===== config.mk =====
export PLATFORM = sky130hd
export DESIGN_NAME = differential_drive_pwm_mixer_flat
export DESIGN_NICKNAME = d
export VERILOG_FILES = /design/src/sv/ddpm_pkg.sv /design/src/sv/ddpm_cfg_if.sv /design/src/sv/ddpm_cmd_if.sv /design/src/sv/ddpm_pwm_if.sv /design/src/sv/ddpm_scale.sv /design/src/sv/differential_drive_pwm_mixer.sv /design/src/flat_wrapper.sv
export SDC_FILE = /design/constraint.sdc
export NUM_CORES = 2
export LEC_CHECK = 0
export ABC_AREA = 1
export ABC_CLOCK_PERIOD_IN_PS = 26800
export BUFFER_PORTS_ARGS = -buffer_cell sky130_fd_sc_hd__clkbuf_2
export CAP_MARGIN = 20
export CORE_MARGIN = 3
export CORE_UTILIZATION = 65
export CTS_BUF_LIST = sky130_fd_sc_hd__clkbuf_4 sky130_fd_sc_hd__clkbuf_8 sky130_fd_sc_hd__clkbuf_16
export CTS_CLUSTER_SIZE = 14
export DETAILED_ROUTE_END_ITERATION = 7
export PLACE_DENSITY = 0.82
export REMOVE_ABC_BUFFERS = 1
export SLEW_MARGIN = 20
export SYNTH_ARGS = -nofsm -noshare
export SYNTH_HDL_FRONTEND = slang
export SYNTH_SLANG_ARGS = --single-unit

===== constraint.sdc =====
create_clock -name clk_i -period 26.8 [get_ports clk_i]
set_clock_uncertainty 0.2 [all_clocks]
set_input_delay 8.04 -clock clk_i [delete_from_list [all_inputs] [get_ports clk_i]]
set_output_delay 8.04 -clock clk_i [all_outputs]
set_load 0.05 [all_outputs]

===== src/sv/ddpm_pkg.sv =====
// shared widths and the robot width reset value for the differential drive pwm mixer
package ddpm_pkg;

  localparam int unsigned IN_W  = 16;
  localparam int unsigned CFG_W = 16;
  localparam int unsigned OUT_W = 9;

  localparam logic [CFG_W-1:0] WHEEL_TRACK_RESET = CFG_W'(51);

endpackage


===== src/sv/ddpm_cfg_if.sv =====
// configuration write channel carrying the robot width
interface ddpm_cfg_if;
  import ddpm_pkg::*;

  logic             valid;
  logic             ready;
  logic [CFG_W-1:0] wheel_track;

  modport source (output valid, output wheel_track, input ready);
  modport sink (input valid, input wheel_track, output ready);
endinterface


===== src/sv/ddpm_cmd_if.sv =====
// velocity command channel
interface ddpm_cmd_if;
  import ddpm_pkg::*;

  logic                   valid;
  logic                   ready;
  logic signed [IN_W-1:0] lin_vel;
  logic signed [IN_W-1:0] yaw_rate;

  modport source (output valid, output lin_vel, output yaw_rate, input ready);
  modport sink (input valid, input lin_vel, input yaw_rate, output ready);
endinterface


===== src/sv/ddpm_pwm_if.sv =====
// wheel pwm duty result channel
interface ddpm_pwm_if;
  import ddpm_pkg::*;

  logic                    valid;
  logic                    ready;
  logic signed [OUT_W-1:0] left_pwm;
  logic signed [OUT_W-1:0] right_pwm;

  modport source (output valid, output left_pwm, output right_pwm, input ready);
  modport sink (input valid, input left_pwm, input right_pwm, output ready);
endinterface


===== src/sv/ddpm_scale.sv =====
// pipelined scaling of both wheel speeds by pwm_max over the divisor, with clamping
module ddpm_scale #(
  parameter int unsigned MAG_W   = 33,
  parameter int unsigned PWM_MAX = 255
) (
  input  logic             clk_i,
  input  logic             rst_ni,
  input  logic             valid_i,
  output logic             ready_o,
  input  logic [MAG_W-1:0] l_mag_i,
  input  logic [MAG_W-1:0] r_mag_i,
  input  logic             l_neg_i,
  input  logic             r_neg_i,
  input  logic [MAG_W-1:0] div_i,
  ddpm_pwm_if.source       pwm_o
);
  import ddpm_pkg::*;

  localparam int unsigned QW = $clog2(PWM_MAX + 1);
  localparam int unsigned NW = MAG_W + QW;
  localparam int unsigned XW = (QW + 1 > OUT_W) ? QW + 1 : OUT_W;

  // multiply stage
  logic          vld_m_q;
  logic [NW-1:0] n_l_q, n_r_q;
  logic [MAG_W-1:0] dv_m_q;
  logic          neg_l_m_q, neg_r_m_q;
  logic          en_m;

  // overflow check and quotient bit stages
  logic             vld_s_q   [0:QW];
  logic [NW-1:0]    rem_l_q   [0:QW];
  logic [NW-1:0]    rem_r_q   [0:QW];
  logic [QW-1:0]    quo_l_q   [0:QW];
  logic [QW-1:0]    quo_r_q   [0:QW];
  logic [MAG_W-1:0] dv_q      [0:QW];
  logic             neg_l_q   [0:QW];
  logic             neg_r_q   [0:QW];
  logic             ovf_l_q   [0:QW];
  logic             ovf_r_q   [0:QW];
  logic             en_s      [0:QW];

  // output register
  logic                    out_vld_q;
  logic signed [OUT_W-1:0] left_q, right_q;
  logic                    en_out;

  always_comb begin
    en_out = !out_vld_q || pwm_o.ready;
    en_s[QW] = !vld_s_q[QW] || en_out;
    for (int k = QW - 1; k >= 0; k--) begin
      en_s[k] = !vld_s_q[k] || en_s[k+1];
    end
    en_m = !vld_m_q || en_s[0];
  end

  assign ready_o = en_m;

  always_ff @(posedge clk_i or negedge rst_ni) begin
    if (!rst_ni) begin
      vld_m_q <= 1'b0;
    end else if (en_m) begin
      vld_m_q <= valid_i;
    end
  end

  always_ff @(posedge clk_i) begin
    if (en_m) begin
      n_l_q     <= NW'(l_mag_i) * NW'(PWM_MAX);
      n_r_q     <= NW'(r_mag_i) * NW'(PWM_MAX);
      dv_m_q    <= div_i;
      neg_l_m_q <= l_neg_i;
      neg_r_m_q <= r_neg_i;
    end
  end

  // stage 0: quotient overflow against divisor shifted by the quotient width
  logic [NW-1:0] lim_s0;
  assign lim_s0 = NW'(dv_m_q) << QW;

  always_ff @(posedge clk_i or negedge rst_ni) begin
    if (!rst_ni) begin
      vld_s_q[0] <= 1'b0;
    end else if (en_s[0]) begin
      vld_s_q[0] <= vld_m_q;
    end
  end

  always_ff @(posedge clk_i) begin
    if (en_s[0]) begin
      rem_l_q[0] <= n_l_q;
      rem_r_q[0] <= n_r_q;
      quo_l_q[0] <= '0;
      quo_r_q[0] <= '0;
      dv_q[0]    <= dv_m_q;
      neg_l_q[0] <= neg_l_m_q;
      neg_r_q[0] <= neg_r_m_q;
      ovf_l_q[0] <= n_l_q >= lim_s0;
      ovf_r_q[0] <= n_r_q >= lim_s0;
    end
  end

  for (genvar k = 1; k <= QW; k++) begin : g_bit
    localparam int unsigned SH = QW - k;
    logic [NW-1:0] trial;
    logic          ge_l, ge_r;
    logic [QW-1:0] quo_l_d, quo_r_d;

    always_comb begin
      trial = NW'(dv_q[k-1]) << SH;
      ge_l = rem_l_q[k-1] >= trial;
      ge_r = rem_r_q[k-1] >= trial;
      quo_l_d = quo_l_q[k-1];
      quo_r_d = quo_r_q[k-1];
      quo_l_d[SH] = ge_l;
      quo_r_d[SH] = ge_r;
    end

    always_ff @(posedge clk_i or negedge rst_ni) begin
      if (!rst_ni) begin
        vld_s_q[k] <= 1'b0;
      end else if (en_s[k]) begin
        vld_s_q[k] <= vld_s_q[k-1];
      end
    end

    always_ff @(posedge clk_i) begin
      if (en_s[k]) begin
        rem_l_q[k] <= ge_l ? rem_l_q[k-1] - trial : rem_l_q[k-1];
        rem_r_q[k] <= ge_r ? rem_r_q[k-1] - trial : rem_r_q[k-1];
        quo_l_q[k] <= quo_l_d;
        quo_r_q[k] <= quo_r_d;
        dv_q[k]    <= dv_q[k-1];
        neg_l_q[k] <= neg_l_q[k-1];
        neg_r_q[k] <= neg_r_q[k-1];
        ovf_l_q[k] <= ovf_l_q[k-1];
        ovf_r_q[k] <= ovf_r_q[k-1];
      end
    end
  end

  // clamp to pwm_max and apply the wheel sign
  logic [QW-1:0]        mag_l, mag_r;
  logic signed [XW-1:0] res_l, res_r;

  always_comb begin
    mag_l = (ovf_l_q[QW] || quo_l_q[QW] > QW'(PWM_MAX)) ? QW'(PWM_MAX) : quo_l_q[QW];
    mag_r = (ovf_r_q[QW] || quo_r_q[QW] > QW'(PWM_MAX)) ? QW'(PWM_MAX) : quo_r_q[QW];
    res_l = neg_l_q[QW] ? -$signed(XW'(mag_l)) : $signed(XW'(mag_l));
    res_r = neg_r_q[QW] ? -$signed(XW'(mag_r)) : $signed(XW'(mag_r));
  end

  always_ff @(posedge clk_i or negedge rst_ni) begin
    if (!rst_ni) begin
      out_vld_q <= 1'b0;
    end else if (en_out) begin
      out_vld_q <= vld_s_q[QW];
    end
  end

  always_ff @(posedge clk_i) begin
    if (en_out) begin
      left_q  <= res_l[OUT_W-1:0];
      right_q <= res_r[OUT_W-1:0];
    end
  end

  assign pwm_o.valid     = out_vld_q;
  assign pwm_o.left_pwm  = left_q;
  assign pwm_o.right_pwm = right_q;

endmodule


===== src/sv/differential_drive_pwm_mixer.sv =====
// top level of the differential drive velocity to pwm mixer
//
// cmd_i takes one request per cycle holding signed fixed point linear and
// angular velocities; pwm_o returns one request per command with the signed
// left and right wheel duties, in command order.
// cfg_i writes the robot width; it is always ready and should only be
// written while no command is in flight.
// the path from command to duty runs through kinematics stages a, b and c,
// the scaling by PWM_MAX, the overflow check, one quotient bit per stage
// of the restoring divider, and the output register.
// throughput is one command per cycle; each stage holds its request while
// the one after it is full, so a stall on pwm_o fills the pipeline and
// only then drops cmd_i.ready, and nothing is lost or repeated.
// reset empties the pipeline and loads the robot width with its default.
module differential_drive_pwm_mixer #(
  parameter int unsigned FRAC_BITS = 8,
  parameter int unsigned PWM_MAX   = 255
) (
  input  logic       clk_i,
  input  logic       rst_ni,
  ddpm_cfg_if.sink   cfg_i,
  ddpm_cmd_if.sink   cmd_i,
  ddpm_pwm_if.source pwm_o
);
  import ddpm_pkg::*;

  localparam int unsigned AV_W = IN_W + 1;
  localparam int unsigned DU_W = CFG_W + IN_W;
  localparam int unsigned VU_W = AV_W + FRAC_BITS + 1;
  localparam int unsigned MW   = ((VU_W > DU_W) ? VU_W : DU_W) + 1;

  localparam logic signed [MW:0] ONE     = (MW + 1)'(1) << (2 * FRAC_BITS + 1);
  localparam logic signed [MW:0] NEG_ONE = -ONE;

  logic [CFG_W-1:0] wheel_track_q;

  assign cfg_i.ready = 1'b1;

  always_ff @(posedge clk_i or negedge rst_ni) begin
    if (!rst_ni) begin
      wheel_track_q <= WHEEL_TRACK_RESET;
    end else if (cfg_i.valid) begin
      wheel_track_q <= cfg_i.wheel_track;
    end
  end

  logic en_a, en_b, en_c, scale_ready;
  logic vld_a_q, vld_b_q, vld_c_q;

  assign en_c = !vld_c_q || scale_ready;
  assign en_b = !vld_b_q || en_c;
  assign en_a = !vld_a_q || en_b;
  assign cmd_i.ready = en_a;

  always_ff @(posedge clk_i or negedge rst_ni) begin
    if (!rst_ni) begin
      vld_a_q <= 1'b0;
      vld_b_q <= 1'b0;
      vld_c_q <= 1'b0;
    end else begin
      if (en_a) vld_a_q <= cmd_i.valid;
      if (en_b) vld_b_q <= vld_a_q;
      if (en_c) vld_c_q <= vld_b_q;
    end
  end

  // stage a: magnitudes and the turn term
  logic signed [AV_W-1:0] v_ext, w_ext, v_abs, w_abs;
  logic [AV_W-1:0] av_q;
  logic [DU_W-1:0] du_q;
  logic            v_neg_a_q, n_neg_a_q;

  always_comb begin
    v_ext = AV_W'(cmd_i.lin_vel);
    w_ext = AV_W'(cmd_i.yaw_rate);
    v_abs = v_ext[AV_W-1] ? -v_ext : v_ext;
    w_abs = w_ext[AV_W-1] ? -w_ext : w_ext;
  end

  always_ff @(posedge clk_i) begin
    if (en_a) begin
      av_q      <= v_abs;
      du_q      <= DU_W'(wheel_track_q) * DU_W'(w_abs[IN_W-1:0]);
      v_neg_a_q <= cmd_i.lin_vel[IN_W-1];
      n_neg_a_q <= !cmd_i.yaw_rate[IN_W-1] && (cmd_i.yaw_rate != '0);
    end
  end

  // stage b: wheel speeds
  logic [MW-1:0]        vu;
  logic signed [MW:0]   fast, slow, l_sel, r_sel;
  logic signed [MW:0]   l_q, r_q;

  always_comb begin
    vu    = MW'(av_q) << (FRAC_BITS + 1);
    fast  = $signed((MW + 1)'(vu)) + $signed((MW + 1)'(du_q));
    slow  = $signed((MW + 1)'(vu)) - $signed((MW + 1)'(du_q));
    l_sel = n_neg_a_q ? slow : fast;
    r_sel = n_neg_a_q ? fast : slow;
  end

  always_ff @(posedge clk_i) begin
    if (en_b) begin
      l_q <= v_neg_a_q ? -l_sel : l_sel;
      r_q <= v_neg_a_q ? -r_sel : r_sel;
    end
  end

  // stage c: divisor choice and sign magnitude split
  logic signed [MW:0] div_s, l_abs, r_abs;
  logic [MW-1:0]      div_q, l_mag_q, r_mag_q;
  logic               l_neg_q, r_neg_q;

  always_comb begin
    if (l_q > ONE || r_q > ONE) begin
      div_s = (l_q > r_q) ? l_q : r_q;
    end else if (l_q < NEG_ONE || r_q < NEG_ONE) begin
      div_s = (l_q < r_q) ? -l_q : -r_q;
    end else begin
      div_s = ONE;
    end
    l_abs = l_q[MW] ? -l_q : l_q;
    r_abs = r_q[MW] ? -r_q : r_q;
  end

  always_ff @(posedge clk_i) begin
    if (en_c) begin
      div_q   <= div_s[MW-1:0];
      l_mag_q <= l_abs[MW-1:0];
      r_mag_q <= r_abs[MW-1:0];
      l_neg_q <= l_q[MW];
      r_neg_q <= r_q[MW];
    end
  end

  ddpm_scale #(
    .MAG_W   (MW),
    .PWM_MAX (PWM_MAX)
  ) u_scale (
    .clk_i   (clk_i),
    .rst_ni  (rst_ni),
    .valid_i (vld_c_q),
    .ready_o (scale_ready),
    .l_mag_i (l_mag_q),
    .r_mag_i (r_mag_q),
    .l_neg_i (l_neg_q),
    .r_neg_i (r_neg_q),
    .div_i   (div_q),
    .pwm_o   (pwm_o)
  );

endmodule


===== src/flat_wrapper.sv =====
// flat-port wrapper written by rule: the top's interface ports become plain ports
module differential_drive_pwm_mixer_flat import ddpm_pkg::*;
#(
  parameter int unsigned FRAC_BITS = 8,
  parameter int unsigned PWM_MAX   = 255
)
  (clk_i, rst_ni, cfg_i_valid, cfg_i_wheel_track, cfg_i_ready, cmd_i_valid, cmd_i_lin_vel, cmd_i_yaw_rate, cmd_i_ready, pwm_o_valid, pwm_o_left_pwm, pwm_o_right_pwm, pwm_o_ready);
  ddpm_cfg_if cfg_i_i ();
  ddpm_cmd_if cmd_i_i ();
  ddpm_pwm_if pwm_o_i ();
  input  logic clk_i;
  input  logic rst_ni;
  input wire logic [$bits(cfg_i_i.valid)-1:0] cfg_i_valid;
  input wire logic [$bits(cfg_i_i.wheel_track)-1:0] cfg_i_wheel_track;
  output wire logic [$bits(cfg_i_i.ready)-1:0] cfg_i_ready;
  input wire logic [$bits(cmd_i_i.valid)-1:0] cmd_i_valid;
  input wire logic [$bits(cmd_i_i.lin_vel)-1:0] cmd_i_lin_vel;
  input wire logic [$bits(cmd_i_i.yaw_rate)-1:0] cmd_i_yaw_rate;
  output wire logic [$bits(cmd_i_i.ready)-1:0] cmd_i_ready;
  output wire logic [$bits(pwm_o_i.valid)-1:0] pwm_o_valid;
  output wire logic [$bits(pwm_o_i.left_pwm)-1:0] pwm_o_left_pwm;
  output wire logic [$bits(pwm_o_i.right_pwm)-1:0] pwm_o_right_pwm;
  input wire logic [$bits(pwm_o_i.ready)-1:0] pwm_o_ready;
  assign cfg_i_i.valid = cfg_i_valid;
  assign cfg_i_i.wheel_track = cfg_i_wheel_track;
  assign cfg_i_ready = cfg_i_i.ready;
  assign cmd_i_i.valid = cmd_i_valid;
  assign cmd_i_i.lin_vel = cmd_i_lin_vel;
  assign cmd_i_i.yaw_rate = cmd_i_yaw_rate;
  assign cmd_i_ready = cmd_i_i.ready;
  assign pwm_o_valid = pwm_o_i.valid;
  assign pwm_o_left_pwm = pwm_o_i.left_pwm;
  assign pwm_o_right_pwm = pwm_o_i.right_pwm;
  assign pwm_o_i.ready = pwm_o_ready;
  differential_drive_pwm_mixer #(.FRAC_BITS(FRAC_BITS), .PWM_MAX(PWM_MAX)) u_core (.clk_i(clk_i), .rst_ni(rst_ni), .cfg_i(cfg_i_i), .cmd_i(cmd_i_i), .pwm_o(pwm_o_i));
endmodule

Yosys cells after proc, flatten, opt, wreduce, memory -nomap -nowiden
Memory sizes are Yosys's and may differ from the RTL's.
Index checks and enable logic that the tools add are counted.
{"block": "classes", "n_addsub": 26, "n_mul": 3, "div": 0, "magnitude_cmp": 26, "eq_ne": 0, "n_shift": 0, "mux": 50, "n_bitwise": 0, "n_reduce_logical": 35}
{"operator": "$mux 41", "count": 16}
{"operator": "$mux 33", "count": 6}
{"operator": "$mux 34", "count": 4}
{"operator": "$ge 41x33->1", "count": 2}
{"operator": "$ge 41x34->1", "count": 2}
{"operator": "$ge 41x35->1", "count": 2}
{"operator": "$ge 41x36->1", "count": 2}
{"operator": "$ge 41x37->1", "count": 2}
{"operator": "$ge 41x38->1", "count": 2}
{"operator": "$ge 41x39->1", "count": 2}
{"operator": "$ge 41x40->1", "count": 2}
{"operator": "$ge 41x41->1", "count": 2}
{"operator": "$mul 33x8->41 const B", "count": 2}
{"operator": "$sub 41x33->41", "count": 2}
{"operator": "$sub 41x34->41", "count": 2}
{"operator": "$sub 41x35->41", "count": 2}
{"operator": "$sub 41x36->41", "count": 2}
{"operator": "$sub 41x37->41", "count": 2}
{"operator": "$sub 41x38->41", "count": 2}
{"operator": "$sub 41x39->41", "count": 2}
{"operator": "$sub 41x40->41", "count": 2}
{"operator": "$gt 34x19->1 const B", "count": 2}
{"operator": "$lt 34x18->1 const B", "count": 2}
{"operator": "$neg 34->34", "count": 2}
{"operator": "18 further kinds", "count": 72}
{"block": "totals", "ff_bits": 385, "latch_bits": 0, "ramBits": 1215, "rom_bits": 0, "input_bits": 53, "output_inout_bits": 21, "wordCells": 185, "memories": 9}
{"memory": "u_core.u_scale.rem_l_q", "depth": 9, "width": 41, "rd": 8, "rd_clocked_by_memory_dff": 0, "write_ports": 9, "line": "ddpm_scale.sv:32", "text": "logic [NW-1:0] rem_l_q [0:QW];"}
{"memory": "u_core.u_scale.rem_r_q", "depth": 9, "width": 41, "rd": 8, "rd_clocked_by_memory_dff": 0, "write_ports": 9, "line": "ddpm_scale.sv:33", "text": "logic [NW-1:0] rem_r_q [0:QW];"}
{"memory": "u_core.u_scale.dv_q", "depth": 9, "width": 33, "rd": 8, "rd_clocked_by_memory_dff": 0, "write_ports": 9, "line": "ddpm_scale.sv:36", "text": "logic [MAG_W-1:0] dv_q [0:QW];"}
{"memory": "u_core.u_scale.quo_l_q", "depth": 9, "width": 8, "rd": 9, "rd_clocked_by_memory_dff": 0, "write_ports": 9, "line": "ddpm_scale.sv:34", "text": "logic [QW-1:0] quo_l_q [0:QW];"}
{"memory": "u_core.u_scale.quo_r_q", "depth": 9, "width": 8, "rd": 9, "rd_clocked_by_memory_dff": 0, "write_ports": 9, "line": "ddpm_scale.sv:35", "text": "logic [QW-1:0] quo_r_q [0:QW];"}
{"memory": "u_core.u_scale.neg_l_q", "depth": 9, "width": 1, "rd": 9, "rd_clocked_by_memory_dff": 0, "write_ports": 9, "line": "ddpm_scale.sv:37", "text": "logic neg_l_q [0:QW];"}
{"memory": "+3 memories"}

Longest topological paths before layout
{"block": "depth", "depth_word": 15, "depth_mapped": 38, "ltp_nobuf": 36}

Cells and area by module
Synthesis repeated with hierarchy kept, for this count alone.
{"block": "unflattened", "hier_cells": 17519, "area_unflattened_um2": 126757.8}
{"module": "ddpm_scale", "instances": 1, "cells_per_inst": 13929, "area_each_um2": 100139.8, "seq_area_each_um2": 35198.8}
{"module": "differential_drive_pwm_mixer", "instances": 1, "cells_per_inst": 3590, "area_each_um2": 26618.0, "seq_area_each_um2": 7026.7}

Least setup slack after synthesis
OpenSTA, ideal clock, no wires.
{"block": "synth_timing", "kind": "input -> output", "from": "input port pwm_o_ready", "to": "output port cmd_i_ready", "arrival_ns": 18.183, "t_required_ns": 18.560, "path_slack_ns": 0.377, "stages": 16, "n_path_buf": 0, "path_cell_list": "nor2_1 inv_1 nor2_1 inv_2 nor2_2 nand2_2 nor2_4 nand2_2 nor2_4 nand2_2 nor2_4 nand2_2 nor2_2 nand2_2 nor2_2 nand2_1"}
{"item": "from (decl)", "line": "flat_wrapper.sv:23", "text": "input wire logic [$bits(pwm_o_i.ready)-1:0] pwm_o_ready;"}
{"item": "to (decl)", "line": "flat_wrapper.sv:19", "text": "output wire logic [$bits(cmd_i_i.ready)-1:0] cmd_i_ready;"}

==> results.json <==
{
  "status": "finished with violations",
  "violations": "DRC",
  "grt_usage_pct": 43.11,
  "synth_flop_cell": "edfxtp_1",
  "tightest_slew_ns": 1.103,
  "ctsResizeCount": 0,
  "synth_top_family_by_area": "adder cells",
  "drtAntennaViolNets": 0,
  "dr.max_layer_used": "met5",
  "final_nets": 14680,
  "synthTopCellsByArea": "edfxtp_1, ha_1, nand2_1",
  "die-area_mm2": 0.1790,
  "mostFrequentLayoutCell": "nand2_1",
  "dieWidth_um": 423.1,
  "rsz0062_at_grt": "false",
  "clockBufferDepth": 3,
  "synth-async-reset-ratio_pct": 2.140,
  "rows": 152,
  "routed_wl_um": 388800,
  "setup_tns_ns": 0,
  "slew-limit-headroom_pct": 25.79,
  "synth_xor_area_share_pct": 5.148,
  "crit_fanout": 66,
  "worstPathRequired_ns": 18.56,
  "synth-adder-area-share_pct": 19.07,
  "r2r-start": "u_core.wheel_track_q[6]$_DFFE_PN0P_",
  "grt_overflow": 0,
  "initial_core_util_pct": 65.63,
  "wire_per_inst_um": 24.84,
  "setup_viol": 0,
  "grt_pass1_vias": 97340,
  "r2r-end": "u_core.du_q[25]$_DFFE_PP_",
  "arrival_ns": 13.85,
  "first_pass_iters": 8,
  "fmax_ghz": 0.04527,
  "final_cell_mix": "nand2_1, inv_1, edfxtp_1",
  "drc": 2,
  "yosysUniqueCellTypes": 80,
  "cp-start-kind": "primary input",
  "synthMuxAreaShare_pct": 0,
  "critical_path.slowest_cell": "nand2_4",
  "htree_levels": 4,
  "met1_length_um": 132000,
  "synth-compound-area-share_pct": 12.04,
  "yosys.area.top_type": "edfxtp_1",
  "dr_wl_met2_um": 179400,
  "synth-edff-count": 1372,
  "post-route-period-util_pct": 82.42,
  "netlist_instances": 13150,
  "clk_latency_ns": 0.84,
  "synth.top_cell.area_share_pct": 36.43,
  "clkSinkCount": 1402,
  "maxCapViolations": 0,
  "avgSynthCellArea_um2": 8.600,
  "finalHoldViolCount": 0,
  "die_h_um": 423.1,
  "synthesis.area_mm2": 0.1131,
  "io_buffers": 72,
  "postCtsSetupBuffers": 0,
  "critPathMaxStageDelay_ns": 0.50,
  "slew_viol_final": 0,
  "grt_pass1_wl_um": 582400,
  "drive_gt1_share_pct": 5.211,
  "critPathMostFrequentCell": "nand2_4",
  "ctsHoldBuffers": 0,
  "clkTransAtPathRegs_ns": 0.06,
  "yosys_warnings": 0,
  "seq_area_frac_synth_pct": 37.10,
  "holdPathEnd": "u_core.u_scale.dv_m_q[6]$_DFFE_PP_",
  "r2r_setup_slack_ns": 19.62,
  "cp-startpoint": "pwm_o_ready",
  "crit_chain": "clkbuf_2 -> nor2_1 -> inv_1 -> nor2_1 -> inv_2 -> nor2_2 -> nand2_4 -> nor2_4 -> nand2_4 -> nor2_4 -> nand2_4 -> nor2_4 -> nand2_4 -> nor2_2 -> nand2_4 -> nor2_2 -> nand2_2 -> buf_4 -> clkbuf_2",
  "cts_tree": "built",
  "vias": 97580,
  "finalCriticalPeriod_ns": 22.09,
  "grt_max_degree": 79,
  "cts_root_buf": "clkbuf_16",
  "worstHoldStart": "u_core.div_q[6]$_DFFE_PP_",
  "drtIter0Drc": 11530,
  "antenna_found_initial": 16,
  "wl_met3_um": 34740,
  "crit_type": "primary input to output port",
  "endpoint_kind": "output port",
  "ys_ff_latch": 1402,
  "place.gp.congestion": 1.093,
  "syn_to_final_growth_pct": 6.711,
  "top_level_ports": 74,
  "core_mm2": 0.1723,
  "cts_made_buffers": 150,
  "dp_hpwl_um": 315300,
  "synthSimpleGateAreaFrac_pct": 18.71,
  "vias_per_cell": 6.233,
  "hold_depth": 0,
  "r2r_cells": 22,
  "hold_path_class": "flip-flop to flip-flop"
}
## cells in the mapped netlist (8+ instances only)
library cell / number
a21boi_0: 32
buf_2: 51
a21oi_1: 744
o21ai_0: 740
clkbuf_1: 78
nor2_1: 1168
nor3_1: 134
inv_2: 25
a31oi_1: 138
clkinv_1: 9
nand2_2: 42
a21oi_2: 34
a211oi_1: 31
nor4_1: 63
fa_1: 519
ha_1: 893
a221oi_1: 29
nand3_1: 517
nor3_2: 10
o21bai_1: 63
nand3b_1: 26
xnor2_1: 316
buf_6: 39
o21a_1: 54
buf_1: 8
a21o_1: 97
or2_2: 64
o2111ai_1: 17
xor2_1: 345
buf_4: 22
nor2_2: 20
o221ai_1: 15
o21ai_2: 61
o211ai_1: 41
o21ai_1: 210
nand3_2: 19
nand4_1: 149
nor2_4: 12
dfrtp_1: 26
o31ai_1: 15
inv_1: 2036
edfxtp_1: 1372
nand2_1: 2776
and3_1: 8
## layout make-up
| cell class | instances | area, um2 |
|---|---|---|
| inverters | 2070 | 7785 |
| fillers | 13200 | 51630 |
| flip-flops and latches | 1402 | 41960 |
| clock buffers | 177 | 4004 |
| repair buffers | 110 | 645.6 |
| diodes | 8 | 20.02 |
| multi-input cells | 9477 | 62250 |
| well taps | 2310 | 2890 |
| clock inverters | 101 | 1126 |
## critical path: cells and delay by family
family        cells  cell delay (ns)
buf+inv           5             1.40
simple gates     14             4.26
## cells by family (layout without fill, tap and decap cells)
kind of cell,Yosys count,count (layout)
XOR/XNOR,663,663
AO/OA/AOI/OAI,2360,2360
AND/OR/NAND/NOR,5040,5040
other,2,10
flip-flops,1402,1402
buffers and inverters,2270,2458
adder cells (fa/ha/maj),1412,1412
## metal layers
metal | track usage, % | up-vias
met5 | 0 | -
met4 | 37.32 | 16
met3 | 8.781 | 1907
met2 | 70.74 | 5866
met1 | 47.92 | 45790
li1 | - | 44000
## sequential cells by signal, summed over array words and instances (netlist names), 33 cells and up
register                cells
u_core.u_scale.quo_r_q     36
u_core.u_scale.dv_m_q      33
u_core.l_q                 33
u_core.r_mag_q             33
u_core.u_scale.rem_l_q    328
u_core.r_q                 34
u_core.u_scale.dv_q       264
u_core.u_scale.n_l_q       41
u_core.div_q               33
u_core.u_scale.quo_l_q     36
u_core.u_scale.rem_r_q    320
u_core.u_scale.n_r_q       40
## how the worst max path moves through the flow
stage / end / slack (ns) / cells after the start
global route: cmd_i_ready / 4.25 / 19
CTS: cmd_i_ready / 4.77 / 19
global placement: cmd_i_ready / 5.14 / 19
floorplan: cmd_i_ready / 0.38 / 16
detailed placement: cmd_i_ready / 4.87 / 19
finish: cmd_i_ready / 4.71 / 19
## per-stage QoR
step	cells	instance area (um2)	hold WS (ns)	util, %	setup slack (ns)
global placement	15370	115500	0.2017	67.04	5.139
finish	15660	120700	0.2145	70.04	4.713
detailed placement	15370	115500	0.2045	67.04	4.867
floorplan	12950	111900	0.2003	-	0.3773
global route	15650	120700	0.2239	70.02	4.253
CTS	15650	120600	0.2160	70.02	4.772
Power is left out: the tool's default activity adds up to more than one toggle a clock period on the data nets, which glitch-free logic cannot reach.
